<file path="config.mk">
export PLATFORM = sky130hd
export DESIGN_NAME = running_min_max_normalizer_core
export DESIGN_NICKNAME = d
export VERILOG_FILES = /design/src/sv/rmmn_pkg.sv /design/src/sv/rmmn_front.sv /design/src/sv/rmmn_fifo.sv /design/src/sv/rmmn_back.sv /design/src/sv/running_min_max_normalizer_core.sv
export SDC_FILE = /design/constraint.sdc
export NUM_CORES = 1
export LEC_CHECK = 0
export BUFFER_PORTS_ARGS = -buffer_cell sky130_fd_sc_hd__buf_4
export CORE_MARGIN = 2
export CORE_UTILIZATION = 55
export CTS_BUF_LIST = sky130_fd_sc_hd__clkbuf_4
export DETAILED_ROUTE_END_ITERATION = 6
export GPL_TIMING_DRIVEN = 0
export PLACE_DENSITY_LB_ADDON = 0.12
export REMOVE_ABC_BUFFERS = 1
export SLEW_MARGIN = 20
export SYNTH_ARGS = -nofsm -noshare
export SYNTH_HDL_FRONTEND = slang
export SYNTH_HIERARCHICAL = 1
export SYNTH_SLANG_ARGS = --single-unit
</file>
<file path="constraint.sdc">
create_clock -name clk -period 10 [get_ports clk]
set_clock_uncertainty 0.15 [all_clocks]
set_input_delay 1 -clock clk [delete_from_list [all_inputs] [get_ports clk]]
set_output_delay 1 -clock clk [all_outputs]
set_load 0.02 [all_outputs]
</file>
<file path="src/sv/rmmn_pkg.sv">
// ----------------------------------------------------------------------------
// rmmn_pkg
// Shared widths, codes and the front-to-back queue entry of the normalizer.
// ----------------------------------------------------------------------------
package rmmn_pkg;

  localparam int SAMPLE_BITS = 16;
  localparam int FRAC_BITS   = 14;
  localparam int NORM_BITS   = FRAC_BITS + 2;
  localparam int EPS_BITS    = 10;
  localparam int CH_BITS     = 4;
  localparam int DEN_BITS    = SAMPLE_BITS + EPS_BITS;
  // numerator is pre-scaled by 2^(FRAC_BITS+EPS_BITS); the first NORM_BITS
  // quotient bits come from the divider, the rest is this fixed shift
  localparam int PRESHIFT    = FRAC_BITS + EPS_BITS - NORM_BITS;

  localparam int IN_DATA_BITS  = ((CH_BITS + SAMPLE_BITS + 7) / 8) * 8;
  localparam int OUT_DATA_BITS = ((NORM_BITS + 2 * SAMPLE_BITS + 7) / 8) * 8;

  localparam int QDEPTH = 2;

  localparam logic [EPS_BITS-1:0] EPS_RESET = EPS_BITS'(1);

  localparam logic OP_LEARN = 1'b0;
  localparam logic OP_NORM  = 1'b1;

  localparam logic [NORM_BITS-1:0] NORM_MAX = {1'b0, {(NORM_BITS-1){1'b1}}};
  localparam logic [NORM_BITS-1:0] NORM_MIN = {1'b1, {(NORM_BITS-1){1'b0}}};
  localparam logic [NORM_BITS:0]   NEG_LIMIT = (NORM_BITS+1)'(1) << (NORM_BITS-1);

  // one classified request on its way to the divider side
  typedef struct packed {
    logic                          need_div;
    logic signed [SAMPLE_BITS:0]   diff;   // sample minus lower bound
    logic [DEN_BITS-1:0]           den;    // (span << 10) + eps
    logic signed [SAMPLE_BITS-1:0] low;
    logic signed [SAMPLE_BITS-1:0] high;
  } qent_t;

endpackage

</file>
<file path="src/sv/rmmn_front.sv">
// ----------------------------------------------------------------------------
// rmmn_front
// Accepts requests, keeps per-channel bounds and builds divider operands.
// ----------------------------------------------------------------------------
module rmmn_front #(
  parameter int CHANNELS = 12
) (
  input  logic                              clk,
  input  logic                              rst_n,
  input  logic                              in_tvalid,
  output logic                              in_tready,
  input  logic [rmmn_pkg::IN_DATA_BITS-1:0] in_tdata,
  input  logic                              in_tuser,
  input  logic                              cfg_wr_en,
  input  logic [rmmn_pkg::EPS_BITS-1:0]     cfg_wr_data,
  input  logic                              q_full,
  output logic                              q_push,
  output rmmn_pkg::qent_t                   q_data
);

  localparam int SB       = rmmn_pkg::SAMPLE_BITS;
  localparam int IDX_BITS = (CHANNELS > 1) ? $clog2(CHANNELS) : 1;

  localparam logic F_IDLE = 1'b0;
  localparam logic F_CALC = 1'b1;

  logic                          f_state_r;
  logic                          op_r;
  logic                          in_range_r;
  logic [IDX_BITS-1:0]           idx_r;
  logic signed [SB-1:0]          sample_r;
  logic signed [SB-1:0]          lo_rd_r;
  logic signed [SB-1:0]          hi_rd_r;
  logic                          fp_rd_r;
  logic [rmmn_pkg::EPS_BITS-1:0] eps_r;
  logic signed [SB-1:0]          lo_mem_r [CHANNELS];
  logic signed [SB-1:0]          hi_mem_r [CHANNELS];
  logic [CHANNELS-1:0]           fp_r;

  logic [rmmn_pkg::CH_BITS-1:0]          ch_in;
  logic [IDX_BITS+rmmn_pkg::CH_BITS-1:0] ch_ext;
  logic [IDX_BITS-1:0]                   idx_in;
  logic                                  range_in;
  logic                                  accept;
  logic signed [SB-1:0]                  low_cur;
  logic signed [SB-1:0]                  high_cur;
  logic signed [SB-1:0]                  low_new;
  logic signed [SB-1:0]                  high_new;
  logic signed [SB:0]                    span;
  logic [SB-1:0]                         span_u;
  logic [rmmn_pkg::EPS_BITS-1:0]         eps_eff;
  logic                                  is_learn;
  logic                                  wr_en;

  assign ch_in    = in_tdata[rmmn_pkg::CH_BITS-1:0];
  assign ch_ext   = (IDX_BITS+rmmn_pkg::CH_BITS)'(ch_in);
  assign idx_in   = ch_ext[IDX_BITS-1:0];
  assign range_in = (32'(ch_in) < 32'(CHANNELS));

  assign in_tready = (f_state_r == F_IDLE);
  assign accept    = in_tvalid && in_tready;

  // a channel never learned reads as zero bounds
  assign low_cur  = fp_rd_r ? '0 : lo_rd_r;
  assign high_cur = fp_rd_r ? '0 : hi_rd_r;

  always_comb begin
    if (fp_rd_r) begin
      low_new  = sample_r;
      high_new = sample_r;
    end else begin
      low_new  = (sample_r < low_cur)  ? sample_r : low_cur;
      high_new = (sample_r > high_cur) ? sample_r : high_cur;
    end
  end

  assign span    = {high_cur[SB-1], high_cur} - {low_cur[SB-1], low_cur};
  assign span_u  = span[SB] ? '0 : span[SB-1:0];
  assign eps_eff = (eps_r == '0) ? rmmn_pkg::EPS_RESET : eps_r;

  assign is_learn = in_range_r && (op_r == rmmn_pkg::OP_LEARN);
  assign q_push   = (f_state_r == F_CALC) && !q_full;
  assign wr_en    = q_push && is_learn;

  always_comb begin
    q_data.need_div = in_range_r && (op_r == rmmn_pkg::OP_NORM);
    q_data.diff     = {sample_r[SB-1], sample_r} - {low_cur[SB-1], low_cur};
    q_data.den      = {span_u, eps_eff};
    if (!in_range_r) begin
      q_data.low  = '0;
      q_data.high = '0;
    end else if (is_learn) begin
      q_data.low  = low_new;
      q_data.high = high_new;
    end else begin
      q_data.low  = low_cur;
      q_data.high = high_cur;
    end
  end

  // bound memory: registered read at accept, write when the request leaves
  always_ff @(posedge clk) begin
    if (accept && range_in) begin
      lo_rd_r <= lo_mem_r[idx_in];
      hi_rd_r <= hi_mem_r[idx_in];
    end
    if (wr_en) begin
      lo_mem_r[idx_r] <= low_new;
      hi_mem_r[idx_r] <= high_new;
    end
  end

  always_ff @(posedge clk) begin
    if (accept) begin
      op_r       <= in_tuser;
      in_range_r <= range_in;
      idx_r      <= idx_in;
      sample_r   <= in_tdata[rmmn_pkg::CH_BITS +: SB];
      fp_rd_r    <= range_in ? fp_r[idx_in] : 1'b0;
    end
  end

  always_ff @(posedge clk) begin
    if (!rst_n) begin
      f_state_r <= F_IDLE;
      fp_r      <= '1;
      eps_r     <= rmmn_pkg::EPS_RESET;
    end else begin
      if (cfg_wr_en) begin
        eps_r <= cfg_wr_data;
      end
      if (wr_en) begin
        fp_r[idx_r] <= 1'b0;
      end
      unique case (f_state_r)
        F_IDLE: if (accept) f_state_r <= F_CALC;
        F_CALC: if (!q_full) f_state_r <= F_IDLE;
        default: f_state_r <= F_IDLE;
      endcase
    end
  end

endmodule

</file>
<file path="src/sv/rmmn_fifo.sv">
// ----------------------------------------------------------------------------
// rmmn_fifo
// Short request queue between the front and the divider side.
// ----------------------------------------------------------------------------
module rmmn_fifo (
  input  logic            clk,
  input  logic            rst_n,
  input  logic            push,
  input  rmmn_pkg::qent_t push_data,
  output logic            full,
  input  logic            pop,
  output rmmn_pkg::qent_t pop_data,
  output logic            empty
);

  localparam int PTR_BITS = (rmmn_pkg::QDEPTH > 1) ? $clog2(rmmn_pkg::QDEPTH) : 1;
  localparam int CNT_BITS = $clog2(rmmn_pkg::QDEPTH + 1);

  rmmn_pkg::qent_t     ent_r [rmmn_pkg::QDEPTH];
  logic [PTR_BITS-1:0] wr_ptr_r;
  logic [PTR_BITS-1:0] rd_ptr_r;
  logic [CNT_BITS-1:0] count_r;
  logic                do_push;
  logic                do_pop;

  assign full     = (count_r == CNT_BITS'(rmmn_pkg::QDEPTH));
  assign empty    = (count_r == '0);
  assign do_push  = push && !full;
  assign do_pop   = pop && !empty;
  assign pop_data = ent_r[rd_ptr_r];

  function automatic logic [PTR_BITS-1:0] ptr_inc(input logic [PTR_BITS-1:0] p);
    ptr_inc = (p == PTR_BITS'(rmmn_pkg::QDEPTH - 1)) ? '0 : p + PTR_BITS'(1);
  endfunction

  always_ff @(posedge clk) begin
    if (do_push) begin
      ent_r[wr_ptr_r] <= push_data;
    end
  end

  always_ff @(posedge clk) begin
    if (!rst_n) begin
      wr_ptr_r <= '0;
      rd_ptr_r <= '0;
      count_r  <= '0;
    end else begin
      if (do_push) wr_ptr_r <= ptr_inc(wr_ptr_r);
      if (do_pop)  rd_ptr_r <= ptr_inc(rd_ptr_r);
      if (do_push && !do_pop) begin
        count_r <= count_r + CNT_BITS'(1);
      end else if (do_pop && !do_push) begin
        count_r <= count_r - CNT_BITS'(1);
      end
    end
  end

endmodule

</file>
<file path="src/sv/rmmn_back.sv">
// ----------------------------------------------------------------------------
// rmmn_back
// Bit-serial restoring divider, rounding/saturation and the output register.
// ----------------------------------------------------------------------------
module rmmn_back (
  input  logic                               clk,
  input  logic                               rst_n,
  input  logic                               q_empty,
  input  rmmn_pkg::qent_t                    q_data,
  output logic                               q_pop,
  output logic                               out_tvalid,
  input  logic                               out_tready,
  output logic [rmmn_pkg::OUT_DATA_BITS-1:0] out_tdata,
  output logic                               out_tuser
);

  localparam int SB  = rmmn_pkg::SAMPLE_BITS;
  localparam int NB  = rmmn_pkg::NORM_BITS;
  localparam int DB  = rmmn_pkg::DEN_BITS;
  localparam int CNT_BITS = $clog2(NB);

  localparam logic [1:0] B_IDLE = 2'd0;
  localparam logic [1:0] B_DIV  = 2'd1;
  localparam logic [1:0] B_FIN  = 2'd2;

  logic [1:0]           b_state_r;
  logic [CNT_BITS-1:0]  cnt_r;
  logic                 neg_r;
  logic                 big_r;
  logic [DB-1:0]        rem_r;
  logic [DB-1:0]        den_r;
  logic [NB-1:0]        quo_r;
  logic [SB-1:0]        low_r;
  logic [SB-1:0]        high_r;
  logic                 out_valid_r;
  logic [NB-1:0]        out_norm_r;
  logic                 out_sat_r;
  logic [SB-1:0]        out_low_r;
  logic [SB-1:0]        out_high_r;

  logic                 slot_free;
  logic                 load_div;
  logic                 pass_thru;
  logic                 write_out;
  logic                 q_neg;
  logic [SB:0]          q_negd;
  logic [SB-1:0]        q_mag;
  logic [DB-1:0]        q_rem0;
  logic [DB+1:0]        trial;
  logic                 ge;
  logic [NB:0]          qq;
  logic                 fin_sat;
  logic [NB-1:0]        fin_val;
  logic [NB-1:0]        res_norm;
  logic                 res_sat;
  logic [SB-1:0]        res_low;
  logic [SB-1:0]        res_high;

  assign slot_free = !out_valid_r || out_tready;

  // operand setup: magnitude of the numerator and early overflow test
  assign q_neg  = q_data.diff[SB];
  assign q_negd = -q_data.diff;
  assign q_mag  = q_neg ? q_negd[SB-1:0] : q_data.diff[SB-1:0];
  assign q_rem0 = DB'({q_mag, {rmmn_pkg::PRESHIFT{1'b0}}});

  assign pass_thru = (b_state_r == B_IDLE) && !q_empty && !q_data.need_div && slot_free;
  assign load_div  = (b_state_r == B_IDLE) && !q_empty && q_data.need_div;
  assign q_pop     = pass_thru || load_div;

  // one quotient bit per cycle
  assign trial = {1'b0, rem_r, 1'b0} - {2'b00, den_r};
  assign ge    = !trial[DB+1];

  // floor rounding for negative quotients, then clip to NB signed bits
  assign qq = {1'b0, quo_r} + (NB+1)'(|rem_r);
  always_comb begin
    if (!neg_r) begin
      fin_sat = big_r || quo_r[NB-1];
      fin_val = fin_sat ? rmmn_pkg::NORM_MAX : quo_r;
    end else begin
      fin_sat = big_r || (qq > rmmn_pkg::NEG_LIMIT);
      fin_val = fin_sat ? rmmn_pkg::NORM_MIN : NB'(-qq);
    end
  end

  assign write_out = pass_thru || ((b_state_r == B_FIN) && slot_free);

  always_comb begin
    if (b_state_r == B_FIN) begin
      res_norm = fin_val;
      res_sat  = fin_sat;
      res_low  = low_r;
      res_high = high_r;
    end else begin
      res_norm = '0;
      res_sat  = 1'b0;
      res_low  = q_data.low;
      res_high = q_data.high;
    end
  end

  always_ff @(posedge clk) begin
    if (load_div) begin
      neg_r  <= q_neg;
      big_r  <= (q_rem0 >= q_data.den);
      rem_r  <= q_rem0;
      den_r  <= q_data.den;
      quo_r  <= '0;
      low_r  <= q_data.low;
      high_r <= q_data.high;
    end else if (b_state_r == B_DIV) begin
      rem_r <= ge ? trial[DB-1:0] : {rem_r[DB-2:0], 1'b0};
      quo_r <= {quo_r[NB-2:0], ge};
    end
    if (write_out) begin
      out_norm_r <= res_norm;
      out_sat_r  <= res_sat;
      out_low_r  <= res_low;
      out_high_r <= res_high;
    end
  end

  always_ff @(posedge clk) begin
    if (!rst_n) begin
      b_state_r   <= B_IDLE;
      cnt_r       <= '0;
      out_valid_r <= 1'b0;
    end else begin
      if (write_out) begin
        out_valid_r <= 1'b1;
      end else if (out_tready) begin
        out_valid_r <= 1'b0;
      end
      unique case (b_state_r)
        B_IDLE: begin
          if (load_div) begin
            cnt_r     <= '0;
            b_state_r <= (q_rem0 >= q_data.den) ? B_FIN : B_DIV;
          end
        end
        B_DIV: begin
          cnt_r <= cnt_r + CNT_BITS'(1);
          if (cnt_r == CNT_BITS'(NB - 1)) b_state_r <= B_FIN;
        end
        B_FIN: begin
          if (slot_free) b_state_r <= B_IDLE;
        end
        default: b_state_r <= B_IDLE;
      endcase
    end
  end

  assign out_tvalid = out_valid_r;
  assign out_tuser  = out_sat_r;
  assign out_tdata  = rmmn_pkg::OUT_DATA_BITS'({out_high_r, out_low_r, out_norm_r});

endmodule

</file>
<file path="src/sv/running_min_max_normalizer_core.sv">
// ----------------------------------------------------------------------------
// running_min_max_normalizer_core
// Per-channel running min/max tracker with Q2.14 normalization.
// ----------------------------------------------------------------------------
// Each request is a learn or a normalize operation on one channel. Learn
// widens the channel bounds (the first sample sets both); normalize returns
// floor((x-min)*2^24 / (((max-min)<<10)+eps)) in Q2.14, clipped to 16 bits
// with a saturation flag. Every request yields exactly one response carrying
// the channel bounds after the request; a channel index at or beyond CHANNELS
// changes nothing and returns all zeros. The front reads the bound memory
// when it takes a request, then updates and queues it, and takes no new
// request until that one is queued. A normalize request occupies the
// bit-serial restoring divider through a load step, one iteration per
// quotient bit and a finish step; the divider takes no new request until
// it has finished with the current one, and an obvious overflow skips the
// iterations. A two-entry queue between front and divider and the output
// register let either side stall independently. Bounds need no clearing pass
// after reset: per-channel first-sample flags mask memory contents that were
// never written. epsilon should only be written while the block is idle; zero
// acts as one.
// ----------------------------------------------------------------------------
module running_min_max_normalizer_core #(
  parameter int CHANNELS = 12
) (
  input  logic                               clk,
  input  logic                               rst_n,
  // request side
  input  logic                               in_tvalid,
  output logic                               in_tready,
  input  logic [rmmn_pkg::IN_DATA_BITS-1:0]  in_tdata,   // [3:0] channel, [19:4] sample
  input  logic                               in_tuser,   // [0] opcode
  // response side
  output logic                               out_tvalid,
  input  logic                               out_tready,
  output logic [rmmn_pkg::OUT_DATA_BITS-1:0] out_tdata,  // [15:0] normalized,
                                                         // [31:16] bound_low,
                                                         // [47:32] bound_high
  output logic                               out_tuser,  // [0] saturated
  // epsilon register
  input  logic                               cfg_wr_en,
  input  logic [rmmn_pkg::EPS_BITS-1:0]      cfg_wr_data
);

  rmmn_pkg::qent_t push_data;
  rmmn_pkg::qent_t pop_data;
  logic            q_push;
  logic            q_full;
  logic            q_pop;
  logic            q_empty;

  // front: bound state, classification, operand build
  rmmn_front #(
    .CHANNELS (CHANNELS)
  ) u_front (
    .clk         (clk),
    .rst_n       (rst_n),
    .in_tvalid   (in_tvalid),
    .in_tready   (in_tready),
    .in_tdata    (in_tdata),
    .in_tuser    (in_tuser),
    .cfg_wr_en   (cfg_wr_en),
    .cfg_wr_data (cfg_wr_data),
    .q_full      (q_full),
    .q_push      (q_push),
    .q_data      (push_data)
  );

  // decoupling queue
  rmmn_fifo u_fifo (
    .clk       (clk),
    .rst_n     (rst_n),
    .push      (q_push),
    .push_data (push_data),
    .full      (q_full),
    .pop       (q_pop),
    .pop_data  (pop_data),
    .empty     (q_empty)
  );

  // back: divider and response register
  rmmn_back u_back (
    .clk        (clk),
    .rst_n      (rst_n),
    .q_empty    (q_empty),
    .q_data     (pop_data),
    .q_pop      (q_pop),
    .out_tvalid (out_tvalid),
    .out_tready (out_tready),
    .out_tdata  (out_tdata),
    .out_tuser  (out_tuser)
  );

endmodule

</file>
After elaboration in Yosys (flattened, before gate mapping)
Memory sizes are Yosys's and may differ from the RTL's. A register that Yosys moved wholly into a read port is not among the register bits.
Cells that the tools add are included.
W data, S select, Z words.
{"block": "totals", "mem_count": 3, "register_bits": 208, "mem_bits_rw": 536}
{"block": "classes", "n_addsub": 11, "bitwise_logic": 4, "n_eq_ne": 7, "order_cmp": 8, "muxes": 46, "reduce_logical": 38}
{"name": "u_front.hi_mem_r", "words": 12, "word_bits": 16, "rd": 1, "rd_ports_with_merged_regs": 1, "wr": 1, "line_no": "rmmn_front.sv:37", "source": "logic signed [SB-1:0] hi_mem_r [CHANNELS];"}
{"name": "u_front.lo_mem_r", "words": 12, "word_bits": 16, "rd": 1, "rd_ports_with_merged_regs": 1, "wr": 1, "line_no": "rmmn_front.sv:36", "source": "logic signed [SB-1:0] lo_mem_r [CHANNELS];"}
{"name": "u_fifo.ent_r", "words": 2, "word_bits": 76, "rd": 1, "rd_ports_with_merged_regs": 1, "wr": 1, "line_no": "rmmn_fifo.sv:19", "source": "rmmn_pkg::qent_t ent_r [rmmn_pkg::QDEPTH];"}
{"cell": "$mux W16", "count": 13}
{"cell": "$mux W32", "count": 2}
{"cell": "$mux W24", "count": 2}
{"cell": "$sub A16 B16 Y17", "count": 2}
{"cell": "$neg A16 Y16", "count": 2}
{"cell": "$sub A27 B26 Y28", "count": 1}
{"cell": "$ge A24 B26 Y1", "count": 1}
{"cell": "$mux W26", "count": 1}
{"cell": "$reduce_or A26 Y1", "count": 1}
{"cell": "$add A16 B1 Y17", "count": 1}
{"cell": "$gt A17 B16 Y1 const B", "count": 1}
{"cell": "$gt A16 B16 Y1", "count": 1}
{"cell": "$logic_and A1 B1 Y1", "count": 16}
{"cell": "$lt A16 B16 Y1", "count": 1}
{"cell": "$mux W1", "count": 15}
{"cell": "$and A12 B12 Y12", "count": 1}
{"cell": "$mux W2", "count": 6}
{"cell": "$not A12 Y12", "count": 1}
{"cell": "$logic_not A10 Y1", "count": 1}
{"cell": "$lt A4 B5 Y1 const B", "count": 2}
{"cell": "$mux W10", "count": 1}
{"cell": "$pmux W4 S2", "count": 1}
{"cell": "$reduce_bool A2 Y1", "count": 4}
{"cell": "$logic_not A1 Y1", "count": 7}
{"cell": "21 further kinds", "count": 30}

Depth between registers and ports, before layout
Gate-level depths: netlist (run 1).
{"block": "depth", "word_depth": 10, "depth_mapped": 17, "mapped_depth_nobuf": 15}

Hierarchy
Netlist (run 1), hierarchy kept.
{"mod": "rmmn_front", "instances": 1, "seq_area_each_um2": 13643.1, "cells_per_inst": 1230, "area_each_um2": 20226.9}
{"mod": "rmmn_back", "instances": 1, "seq_area_each_um2": 4414.2, "cells_per_inst": 938, "area_each_um2": 9116.2}
{"mod": "rmmn_fifo", "instances": 1, "seq_area_each_um2": 4664.5, "cells_per_inst": 261, "area_each_um2": 5721.7}

Least setup slack after synthesis (run 1)
OpenSTA, ideal clock, no wires.
{"block": "synth_path", "path_kind": "in2reg", "startpoint": "input port out_tready", "endpoint": "register u_back.out_high_r[0] (enable)", "path_buffers": 0, "setup_ns": 0.516, "slack_ns": 4.889, "arrival_time_ns": 4.445, "cell_stages": 2, "cell_sequence": "nor2b_1 > nor3_1"}
{"block": "synth_between", "elab_chain_len": 3}
{"element": "from (decl)", "line_no": "running_min_max_normalizer_core.sv:34", "source": "input logic out_tready,"}
{"element": "$logic_or A1 B1 Y1 *", "line_no": "rmmn_back.sv:59", "source": "assign slot_free = !out_valid_r || out_tready;"}
{"element": "$logic_and A1 B1 Y1, on equally long branches", "line_no": "rmmn_back.sv:67, rmmn_back.sv:87"}
{"element": "$logic_or A1 B1 Y1 *", "line_no": "rmmn_back.sv:87", "source": "assign write_out = pass_thru || ((b_state_r == B_FIN) && slot_free);"}
{"element": "net u_back.write_out", "line_no": "rmmn_back.sv:44", "source": "logic write_out;"}
{"element": "to (signal assigned)", "line_no": "rmmn_back.sv:120", "source": "out_high_r <= res_high;"}
{"element": "to (decl)", "line_no": "rmmn_back.sv:39", "source": "logic [SB-1:0] out_high_r;"}
The timed path passes the listed nets; every way through them passes the cells marked *.
A chain may end at the register's enable or synchronous reset.

==> flow_summary.ini, run 1 <==
[critical_path]
startpoint_type = register
path_max_fanout = 36
crit_start = u_front/fp_rd_r
reg2regPathDepth = 9
crit_path_end_kind = register
r2r-end = u_fifo/ent_r[1][8]
rrSetupSlack_ps = 4750
r2r_start = u_front/fp_rd_r
crit_arrival_ps = 5730
crit_required_ps = 10480
worstSetupPathType = register to register

[logic_synthesis]
synthDistinctLibCells = 86
syn_inst = 2429
synth_top_area_share_pct = 61.32
syn_area_sq_mm = 0.03506
synthArstFlopShare_pct = 0
synthTopCellsByArea = edfxtp_1 61%, mux4_2 6.4%, dfxtp_1 3.5%
yosysWarnings = 6
synth_seq_area_share_pct = 64.80
synth_top_area_cell = edfxtp_1
synth-edff-count = 716
synth_ff_type = edfxtp_1
yosys-top-cells-count = 716 x edfxtp_1, 260 x nand2_1, 124 x o21ai_0, 99 x mux4_2, 97 x nor2_1
postSynthAreaPerCell_sq_um = 14.44
ys_ff_latch = 777
synth.most_common_cell = edfxtp_1

[finish]
drive_above_1_share_pct = 23.66
synthToLayoutAreaGrowth_pct = 13.58
nets = 2807
multi_input_area_sq_mm = 0.01154
fill_cells = 4820
layout.area.seq_sq_mm = 0.02273
postLayoutCellArea_sq_mm = 0.03983
fin_util_pct = 63.14

[sta]
timing.slew.headroom_pct = 24.21
setup_violations = 0
rsz0062_at_grt = false
hold_ws_ps = 149.5
finalHoldViolCount = 0
final.setup.tns_ps = 0
layout_min_cycle_time_ps = 5248
fmax_mhz = 190.5
slew_viol_final = 0
finalCritPeriodShare_pct = 52.48
worst_slew_pin_slew_ps = 1130

[hold_path]
hold_class = input pin to register
hold-path-cell-count = 3
hold_start = cfg_wr_data[9]
hold_end = u_front/eps_r[9]

[clock_network]
clkSinkCount = 777
root_buffer = clkbuf_4
path_clk_slew_ps = 70
clkLatencyLatePin_ps = 1030
htreeDepth = 4
cts_made_buffers = 198
clockBufferDepth = 3
cts_tree = yes
ctsResizeCount = 0

[die]
core-area_sq_mm = 0.06308
std_cell_rows = 92
die_area_sq_mm = 0.06579
die_height_microns = 256.5
initial_core_util_pct = 55.59
io_pins = 91
die_w_microns = 256.5

[placed_design]
port_buffers = 86
hpwlAfterDp_microns = 49770
place_area_sq_mm = 0.03710
gp_congestion = 0.8718

[route]
finalWirelength_microns = 76360
via_per_inst = 5.762
antenna_left = 0
vias = 21110
dr.pass1.iters = 5
drc = 0
drt_iter0_markers = 1302
wl_per_cell_microns = 20.85

[global_routing]
track_usage_pct = 23.70
grt-ovfl-total = 0
grt_pass1_wl_microns = 120100
grt_pass1_vias = 22050
antenna_found_initial = 3
grt_start_max_net_pins = 71

[pwr]
vdd_drop_max_mv = 0.1243
p_leak_uw = 0.01455
p_per_area_mw_per_mm2 = 236.7

[flow_run]
drv_cap = 0

[outcome]
status = finished, final reports clean
-- repair_timing --
action	CTS	global route
hold buffers	18	0
endpoints found under the hold margin	18	0
setup buffers	0	0
-- metrics by stage --
stage | setup slack [ps] | total power (uW) | cells
final | 4752 | 9427 | 3663
after floorplan | 3408 | 6017 | 2308
after detailed placement | 4926 | 6837 | 3295
after global routing | 4640 | 9981 | 3662
after global placement | 527.7 | 6701 | 3240
after CTS | 4852 | 9515 | 3656
-- sequential cells by signal (all words and copies together) (netlist names), 4 cells and up, named ones only --
signal             flops
u_front/hi_mem_r     192
u_front/lo_mem_r     192
u_fifo/ent_r         152
u_back/den_r          26
u_back/rem_r          26
u_back/high_r         16
u_back/low_r          16
u_back/out_high_r     16
u_back/out_low_r      16
u_back/out_norm_r     16
u_back/quo_r          16
u_front/hi_rd_r       16
u_front/lo_rd_r       16
u_front/sample_r      16
u_front/fp_r          12
u_front/eps_r         10
u_back/cnt_r           4
u_front/idx_r          4
-- cells in the final DEF (no fill, tap or decap), types with 22 or more instances in the layout --
cell	Yosys	layout
nor2b_1	26	24
nand2b_1	54	52
mux2_2	65	65
nand2_1	260	260
mux2i_1	78	78
o21ai_0	124	120
mux2_1	40	40
nor3_1	27	22
nor2_1	97	90
a21o_1	29	29
inv_1	95	93
clkbuf_4	0	292
clkinv_1	1	41
buf_4	2	106
mux4_2	99	99
dfxtp_1	61	60
nand3_1	49	49
a21oi_1	61	60
edfxtp_1	716	716
ha_1	96	96
xnor2_1	48	48
-- final cells by class --
cell class	instances	area share, %
Sequential cell	777	57.06
Inverter	98	0.9299
Tap cell	846	2.658
Antenna cell	6	0.03770
Clock inverter	51	0.7917
Clock buffer	292	5.504
Multi-Input combinational cell	1433	28.99
Timing Repair Buffer	160	4.034
-- power by group --
group	total (uW)	switching (uW)	internal [uW]
clock	2640	1230	1410
sequential	4290	229	4060
combinational	2500	1500	998
-- worst max-delay path by stage --
| stage | end | slack (ps) | depth (start not counted) |
|---|---|---|---|
| 5_1_grt | u_fifo/ent_r[0][22] | 4640 | 9 |
| 4_1_cts | u_fifo/ent_r[0][22] | 4850 | 9 |
| 3_5_place_dp | u_fifo/ent_r[0][22] | 4930 | 9 |
| 3_3_place_gp | u_front/fp_r[4] | 530 | 5 |
| 6_report | u_fifo/ent_r[1][8] | 4750 | 9 |
| 2_1_floorplan | u_back/out_high_r[0] | 3410 | 4 |
-- layer usage --
| metal | wire, microns | global-route usage (%) | vias up | part of all wire [%] |
|---|---|---|---|---|
| li1 | - | - | 9870 | - |
| met1 | 31720 | 30.24 | 10440 | 42 |
| met2 | 37970 | 39.72 | 659 | 50 |
| met3 | 4550 | 5.071 | 140 | 6.0 |
| met4 | 2121 | 9.561 | 0 | 2.8 |
| met5 | 0 | 0 | - | 0 |
-- critical path, cell delays in order, from the launching register on --
cell	delay (ps)
edfxtp_1	1060
nand2b_1	280
ha_1	270
nor2b_1	150
o211ai_1	380
a21oi_1	140
or4b_4	530
a21oi_4	770
or2_1	710
o22ai_1	370
-- cell families after synthesis --
group                      share of synthesized area (%)
adders and majority gates                          3.597
xor gates and xnor gates                           1.673
AOI/OAI and AO/OA                                  6.972
DFF                                                64.80
muxes                                              11.96
and+or+nand+nor                                    8.360
buffers and inverters                              2.640
Power figures use the tool's default switching activity.
==> run 2, diff against run 1 <==
- ABC_AREA: default -> 1
- clock period: 10 -> 5.1 ns (I/O delays scaled with it)
==> flow_summary.ini, run 2 <==
[outcome]
status = finished, final reports clean

[clock_network]
ctsResizeCount = 0
cts_tree = yes
clkLatencyLatePin_ps = 1040
root_buffer = clkbuf_4
clockBufferDepth = 3
path_clk_slew_ps = 60
cts_made_buffers = 193
cts_setup_buffers = 0
clkSinkCount = 777
htreeDepth = 4

[logic_synthesis]
synth_top_family_by_area = simple AND/OR/NAND/NOR gates
synth_top_area_share_pct = 60.11
postSynthAreaPerCell_sq_um = 11.01
muxShareOfSynthArea_pct = 2.812
synth_xor_area_share_pct = 1.469
synth-edff-count = 716
synth_seq_area_share_pct = 63.52
synth_top_area_cell = edfxtp_1
yosys-top-cells-count = 716 x edfxtp_1, 614 x nand2_1, 372 x nor2_1, 327 x o21ai_0, 225 x inv_1
syn_area_sq_mm = 0.03577
synthDistinctLibCells = 56
synthSimpleGateAreaFrac_pct = 14.44
synth_ff_type = edfxtp_1
synth.most_common_cell = edfxtp_1
synthArstFlopShare_pct = 0
syn_inst = 3249
synth_fa_ha_area_share_pct = 3.526
synthTopCellsByArea = edfxtp_1 60%, nand2_1 6.4%, o21ai_0 4.6%
ys_ff_latch = 777
synth-compound-area-share_pct = 9.881
yosysWarnings = 6

[finish]
reg_top3 = u_front/hi_mem_r x192, u_front/lo_mem_r x192, u_fifo/ent_r x152
final_cell_mix = 716 x edfxtp_1, 612 x nand2_1, 361 x nor2_1
final_common_cell = edfxtp_1
fill_cells = 5106
nets = 3645
fin_cells = 4491
synthToLayoutAreaGrowth_pct = 14.73
drive_above_1_share_pct = 17.25

[die]
core-area_sq_mm = 0.06435
std_cell_rows = 93
io_pins = 91
die_height_microns = 259.0
die_w_microns = 259.0
die_area_sq_mm = 0.06709
initial_core_util_pct = 55.59

[route]
wl_per_cell_microns = 19.16
finalWirelength_microns = 86040
vias = 25120
drc = 0
antenna_left = 0
drt_iter0_markers = 1923
dr.pass1.iters = 6
via_per_inst = 5.593

[pwr]
pwr-share-comb_pct = 27.9
power_uw = 18440
p_seq_share_pct = 45.2
vdd_drop_max_mv = 0.3095
p_leak_uw = 0.01589
p_per_area_mw_per_mm2 = 449.4
switching_power_uw = 6085
intPower_uw = 12360
swShare_pct = 33.00
pwr-share-clk_pct = 26.9

[sta]
finalCritPeriodShare_pct = 87.65
worst_slew_pin_slew_ps = 1126
finalHoldViolCount = 0
slew_viol_final = 0
timing.slew.headroom_pct = 24.69
fmax_mhz = 223.7
layout_min_cycle_time_ps = 4470
rsz0062_at_grt = false
setup_violations = 0
hold_ws_ps = 143.9

[flow_run]
drv_cap = 0

[global_routing]
grt_start_max_net_pins = 135
antenna_found_initial = 3
grt_pass1_wl_microns = 134000
grt-ovfl-total = 0
track_usage_pct = 25.85
grt_pass1_vias = 25290

[critical_path]
crit_path_end_kind = register
r2r-end = u_back/b_state_r[1]
crit_required_ps = 5880
crit_arrival_ps = 5250
path_max_fanout = 31
rrSetupSlack_ps = 630
reg2regPathDepth = 16
worstSetupPathType = register to register
startpoint_type = register

[placed_design]
port_buffers = 86
gp_congestion = 0.9292
hpwlAfterDp_microns = 57490
dp.cells = 4099

[hold_path]
hold_class = input pin to register
hold_start = in_tdata[13]
hold-path-cell-count = 2
hold_end = u_front/sample_r[9]
==> run 2: cell types whose count changed after synthesis, sizes merged, moves of 46 or more <==
cell | previous run | this run
a21oi | 62 | 113
o22ai | 20 | 66
o21ai | 135 | 360
nand2b | 54 | 0
mux4 | 99 | 0
nand2 | 262 | 651
inv | 97 | 234
mux2i | 78 | 0
nor2 | 98 | 396
==> run 2: final cells by class <==
type                            count  area (sq um)  area share, %
Clock buffer                      285          2140          5.214
Antenna cell                        2         5.005        0.01220
Sequential cell                   777         22730          55.38
Clock inverter                     38         224.0         0.5457
Timing Repair Buffer              205          2344          5.711
Multi-Input combinational cell   2090         11620          28.32
Tap cell                          855          1070          2.607
Inverter                          239         908.4          2.213
==> run 2: worst max-delay path: stages (launching register included) <==
cell and delay (ps):
dfxtp_4 710, mux2_2 430, inv_1 110, ha_1 190, inv_1 70, nor4_1 470, nand3_1 260, nand2_1 170
o21ai_0 120, xor2_1 190, ha_1 300, nand3_1 100, nor3_1 430, o211ai_1 200, nand3_1 270, nor2_1 70
nor3_1 140
==> run 2: per-stage QoR <==
step	setup WS, ps	utilization, %	setup TNS, ps	area [sq um]
finish	630.0	63.78	0	41040
global route	365.2	63.78	0	41040
CTS	529.3	63.77	0	41030
detailed placement	550.9	59.05	0	38000
global placement	-3906	57.23	-1423910	36830
floorplan	-991.8	-	-49510	35110
==> run 2: how the worst max path moves through the flow <==
stage	start	endpoint	slack (ps)	depth (start not counted)
2_1_floorplan	register	u_back/out_high_r[0]	-990	4
6_report	register	u_back/b_state_r[1]	630	16
5_1_grt	register	u_back/b_state_r[1]	370	16
3_5_place_dp	register	u_back/b_state_r[1]	550	16
3_3_place_gp	in_tdata[0]	u_front/lo_rd_r[4]	-3910	6
4_1_cts	register	u_back/b_state_r[1]	530	16
==> run 2: routing by layer <==
metal | up-vias | track usage, % | wire [microns]
met5 | - | 0 | 0
met4 | 0 | 13.28 | 3462
met3 | 206 | 4.374 | 4541
met2 | 785 | 44.11 | 42970
met1 | 12080 | 31.76 | 35070
li1 | 12050 | - | -
==> run 2: cell families (layout without fill, tap and decap cells) <==
kind of cell             after synthesis  after routing
AO/OA/AOI/OAI                        636            636
buffers and inverters                382            767
flip-flops                           777            777
multiplexers                          76             76
adder cells (fa/ha/maj)               99             99
other                                  0              2
AND/OR/NAND/NOR                     1219           1219
XOR/XNOR                              60             60
==> run 2: timing repair <==
action,in CTS,in global routing
hold endpoints to repair,89,0
setup endpoints to repair,0,0
hold buffers,67,0
==> run 2: power by group through the flow <==
stage,logic (uW),clock network [uW],registers [uW]
after CTS,5170,5110,8340
final,5140,4960,8330
after floorplan,3270,0,8620
after detailed placement,5100,0,8470
after global placement,4810,0,8590
after global routing,5760,5440,8390
